`config.mk`:
```
export PLATFORM = sky130hd
export DESIGN_NAME = ecwp_div
export DESIGN_NICKNAME = d
export VERILOG_FILES = /design/src/design/assert_macros.svh /design/src/design/ecwp_pkg.sv /design/src/design/ecwp_div.sv
export SDC_FILE = /design/constraint.sdc
export NUM_CORES = 1
export LEC_CHECK = 0
export BUFFER_PORTS_ARGS = -buffer_cell sky130_fd_sc_hd__buf_4
export CAP_MARGIN = 10
export CORE_AREA = 5 5 94 96
export CTS_CLUSTER_SIZE = 28
export DETAILED_ROUTE_END_ITERATION = 8
export DIE_AREA = 0 0 99 101
export GPL_TIMING_DRIVEN = 1
export PLACE_DENSITY = 0.71
export SLEW_MARGIN = 0
export SYNTH_ARGS = -nofsm -noshare
export SYNTH_HDL_FRONTEND = slang
export SYNTH_SLANG_ARGS = --single-unit
export TNS_END_PERCENT = 30
```
`constraint.sdc`:
```
create_clock -name clk_i -period 6.1 [get_ports clk_i]
set_input_delay 0.915 -clock clk_i [delete_from_list [all_inputs] [get_ports clk_i]]
set_output_delay 0.915 -clock clk_i [all_outputs]
set_load 0.02 [all_outputs]
```
`src/design/assert_macros.svh`:
```
// assertion macros used by the top-level design file
`ifndef ASSERT_MACROS_SVH
`define ASSERT_MACROS_SVH
`ifndef SYNTH
`define ECWP_ASSERT(lbl, prop, msg) \
  lbl: assert property (@(posedge clk_i) disable iff (!rst_ni) prop) else $error(msg);
`define ECWP_ASSERT_RST(lbl, prop, msg) \
  lbl: assert property (@(posedge clk_i) prop) else $error(msg);
`else
`define ECWP_ASSERT(lbl, prop, msg)
`define ECWP_ASSERT_RST(lbl, prop, msg)
`endif
`endif

```
`src/design/ecwp_pkg.sv`:
```
// shared constants and types of the eye closure window block
package ecwp_pkg;

  localparam int unsigned CAP_W = 11;
  localparam int unsigned QW    = 14;
  localparam logic [QW-1:0] FULL_SCALE = 14'd10000;

  typedef enum logic [2:0] {
    ST_IDLE,
    ST_UPD,
    ST_MUL,
    ST_DIV,
    ST_OUT
  } ecwp_state_e;

  typedef struct packed {
    logic          busy;
    logic [QW-1:0] quot;
  } ecwp_div_res_t;

endpackage

```
`src/design/ecwp_div.sv`:
```
// bit-serial restoring divider for scaled ratios, one quotient bit per cycle
module ecwp_div import ecwp_pkg::*; #(
  parameter int unsigned DW = 11
) (
  input  logic             clk_i,
  input  logic             rst_ni,
  input  logic             start_i,
  input  logic [DW+QW-1:0] dividend_i,
  input  logic [DW-1:0]    divisor_i,
  output ecwp_div_res_t    res_o
);

  localparam int unsigned NW  = DW + QW;
  localparam int unsigned CNW = $clog2(QW + 1);

  logic           busy_q, busy_d;
  logic [CNW-1:0] cnt_q, cnt_d;
  logic [DW-1:0]  r_q, r_d;
  logic [QW-1:0]  sh_q, sh_d;
  logic [QW-1:0]  quot_q, quot_d;
  logic [DW-1:0]  den_q, den_d;
  logic           zero_q, zero_d;
  logic [DW:0]    trial;
  logic [DW:0]    diff;
  logic           ge;

  assign trial = {r_q, sh_q[QW-1]};
  assign ge    = (trial >= {1'b0, den_q});
  assign diff  = trial - {1'b0, den_q};

  always_comb begin
    busy_d = busy_q;
    cnt_d  = cnt_q;
    r_d    = r_q;
    sh_d   = sh_q;
    quot_d = quot_q;
    den_d  = den_q;
    zero_d = zero_q;
    if (start_i) begin
      busy_d = 1'b1;
      cnt_d  = CNW'(QW);
      r_d    = dividend_i[NW-1:QW];
      sh_d   = dividend_i[QW-1:0];
      quot_d = '0;
      den_d  = divisor_i;
      zero_d = (divisor_i == '0);
    end else if (busy_q) begin
      r_d    = ge ? diff[DW-1:0] : trial[DW-1:0];
      sh_d   = {sh_q[QW-2:0], 1'b0};
      quot_d = {quot_q[QW-2:0], ge};
      cnt_d  = cnt_q - CNW'(1);
      if (cnt_q == CNW'(1)) begin
        busy_d = 1'b0;
      end
    end
  end

  always_ff @(posedge clk_i or negedge rst_ni) begin
    if (!rst_ni) begin
      busy_q <= 1'b0;
      cnt_q  <= '0;
    end else begin
      busy_q <= busy_d;
      cnt_q  <= cnt_d;
    end
  end

  always_ff @(posedge clk_i) begin
    r_q    <= r_d;
    sh_q   <= sh_d;
    quot_q <= quot_d;
    den_q  <= den_d;
    zero_q <= zero_d;
  end

  always_comb begin
    res_o.busy = busy_q;
    if (zero_q) begin
      res_o.quot = '0;
    end else if (quot_q > FULL_SCALE) begin
      res_o.quot = FULL_SCALE;
    end else begin
      res_o.quot = quot_q;
    end
  end

endmodule

```
==> qor.yml <==
ys_seq_elements: 56
synthAdderAreaFrac_pct: 5.94
maxCapViolCount: 0
worstPathCellList: "o41ai_1 -> a21oi_1 -> o31a_1 -> nor2_2 -> and2_1 -> buf_4"
fin_util_pct: 45.6
multi_input_area_um2: 1440
synth_cells: 274
track_usage_pct: 12.8
chipWidth_um: 99
fin_crit_ps: 2940
drv_slew: 0
viasPerCell: 5.07
vias: 2180
grt_max_degree: 57
crit_path_end_kind: "output pin"
clk_pin_slew_ps: 100
coreArea_um2: 7970
fin_setup_tns_ps: 0
status: "finished clean"
remaining_drc_errors: 0
synth_top_family_by_area: "simple AND/OR/NAND/NOR gates"
muxShareOfSynthArea_pct: 8.99
die_h_um: 101
start_util_pct: 38.6
setup_violations: 0
finalCritPeriodShare_pct: 48.1
die-area_um2: 10000
yosysUniqueCellTypes: 57
grt_pass1_wl_mm: 10.4
clk_latency_ps: 310
drtPass1Iterations: 4
cts_tree: "yes"
fmax_mhz: 341
max_stage_delay_ps: 430
yosysWarnings: 0
fin_skew_ps: 9.03
synth-compound-area-share_pct: 14.3
p_per_area_nw_per_um2: 338
max-slew-margin-rel_pct: 45.3
clock_path_buffers: 2
io_buffer_count: 53
ctsResizeCount: 0
async_reset_ff_share_pct: 8.93
crit_arrival_ps: 2020
fillCellCount: 733
cellLeakagePower_nw: 1.55
cts-root-buf: "clkbuf_8"
diodes: 0
cp_data_required_time_ps: 5180
gp_congestion: 0.802
row_count: 33
gr-total-overflow: 0
postCtsSetupRepairBufs: 0
first_global_vias: 2199
worst_setup_path_start_kind: "flop"
first_iter_violations: 85
crit_type: "flop to output pin"
area_growth_pct: 18.2
ys.flop_type: "edfxtp_1"
cp_slowest_cell: "o41ai_1"
syn_nets: 327
nets: 377
yosys.area_share.simple_pct: 14.9
synth_xor_area_share_pct: 2.56
cp_num_buf_inv: 1
syn_avg_cell_area_um2: 11.2
cts.sinks: 56
yosys.area.top_type: "edfxtp_1"
worst_pin_slew_ps: 819
crit_fanout: 7
finalHoldViolations: 0
wl_per_cell_um: 14.5
synthTopCellsByArea: "edfxtp_1, dfxtp_1, ha_1, mux2_2, mux2i_1"
synth_edf_count: 37
rsz0062_at_grt: "no"
hold_buffers: 0
hold_path.class: "input port to asynchronous set/reset pin"
ir_worst_vdd_v: 0.000116
wirelength_mm: 6.25
cts_inserted_buffers: 5
ios: 54
seq_area_um2: 1520
syn_area_um2: 3070
yosysSeqAreaShare_pct: 49.3
hpwlAfterDp_mm: 4.57
antenna_left: 0
synth_top_area_share_pct: 36.1
final_layout_size_suffix_gt1_share_pct: 27.7
grt_antenna_before_repair: 0
cts-htree-levels: 2
crit_family: "compound AO/OA/AOI/OAI gates"
==> report_power, final <==
part | switching (W) | internal (W) | total (W) | leakage (nW)
clock network | 0.000123 | 0.0000808 | 0.000204 | 0.0499
logic | 0.000287 | 0.000217 | 0.000504 | 0.953
registers | 0.0000426 | 0.000477 | 0.000520 | 0.547
total | 0.000453 | 0.000775 | 0.00123 | 1.55
==> cell type report <==
class / count / area share, %
Tap cell: 105 / 3.62
Inverter: 15 / 1.55
Multi-Input combinational cell: 192 / 39.5
Sequential cell: 56 / 41.7
Clock buffer: 5 / 1.89
Clock inverter: 3 / 0.517
Timing Repair Buffer: 54 / 11.2
==> layout by cell type (no fill, tap or decap), types with 6 or more instances in the layout <==
cell | netlist | layout
a21oi_1 | 7 | 7
mux2i_1 | 13 | 13
and2_1 | 11 | 11
nor2_1 | 34 | 34
buf_4 | 2 | 54
edfxtp_1 | 37 | 37
mux2_2 | 13 | 13
xnor2_1 | 6 | 6
dfxtp_1 | 14 | 14
ha_1 | 13 | 13
nand2_1 | 13 | 13
o21ai_0 | 9 | 9
inv_1 | 14 | 15
==> stage by stage <==
step / area (um^2) / instances / setup slack, ps / hold slack [ps] / power [W]
after floorplan: 3070 / 274 / 3760 / 488 / 0.000908
after global placement: 3540 / 422 / 3450 / 514 / 0.00101
after detailed placement: 3540 / 422 / 3370 / 516 / 0.00103
after CTS: 3630 / 430 / 3140 / 375 / 0.00124
after global routing: 3630 / 430 / 2990 / 367 / 0.00131
final: 3630 / 430 / 3160 / 382 / 0.00123
==> worst reg2reg max path: stages, from the launching register on <==
cell	delay [ps]
edfxtp_1	340
inv_1	60
ha_1	250
fa_1	410
nand2b_1	170
o2bb2ai_2	170
a21oi_4	160
o2111ai_2	330
a41oi_1	330
o31ai_1	90
==> path summary, 6_finish.rpt <==
path | from | endpoint | slack [ps] | depth (start not counted)
setup / recovery | quot_q[0] | res_o[2] | 3160 | 6
hold / removal | rst_ni | cnt_q[2] | 380 | 1
setup reg to reg | sh_q[13] | r_q[6] | 3530 | 9
hold reg to reg | cnt_q[3] | cnt_q[3] | 530 | 2
max in group asynchronous | rst_ni | cnt_q[3] | 5610 | 1
min in group clk_i | cnt_q[3] | cnt_q[3] | 530 | 2
==> Yosys cell counts, types with 6 or more instances <==
cell type / count
edfxtp_1: 37
a21oi_1: 7
xnor2_1: 6
o21ai_0: 9
nor2_1: 34
and2_1: 11
ha_1: 13
mux2i_1: 13
inv_1: 14
dfxtp_1: 14
mux2_2: 13
nand2_1: 13
==> registers in the layout, indices dropped and copies added, names as in the netlist <==
| name | cells |
|---|---|
| sh_q | 14 |
| busy_q | 1 |
| cnt_q | 4 |
| quot_q | 14 |
| r_q | 11 |
| zero_q | 1 |
| den_q | 11 |
==> logic make-up after synthesis <==
family	after synthesis
compound gates	53
xor+xnor	9
fa+ha+maj	14
buf+inv	26
flops	56
mux	26
simple gates	90
==> routing by layer <==
layer	global-route usage [%]	wire length, um
met5	0	0
met1	16.5	2860
met2	21.7	3060
met3	3.25	276
met4	2.84	51
Power figures use the tool's default switching activity.
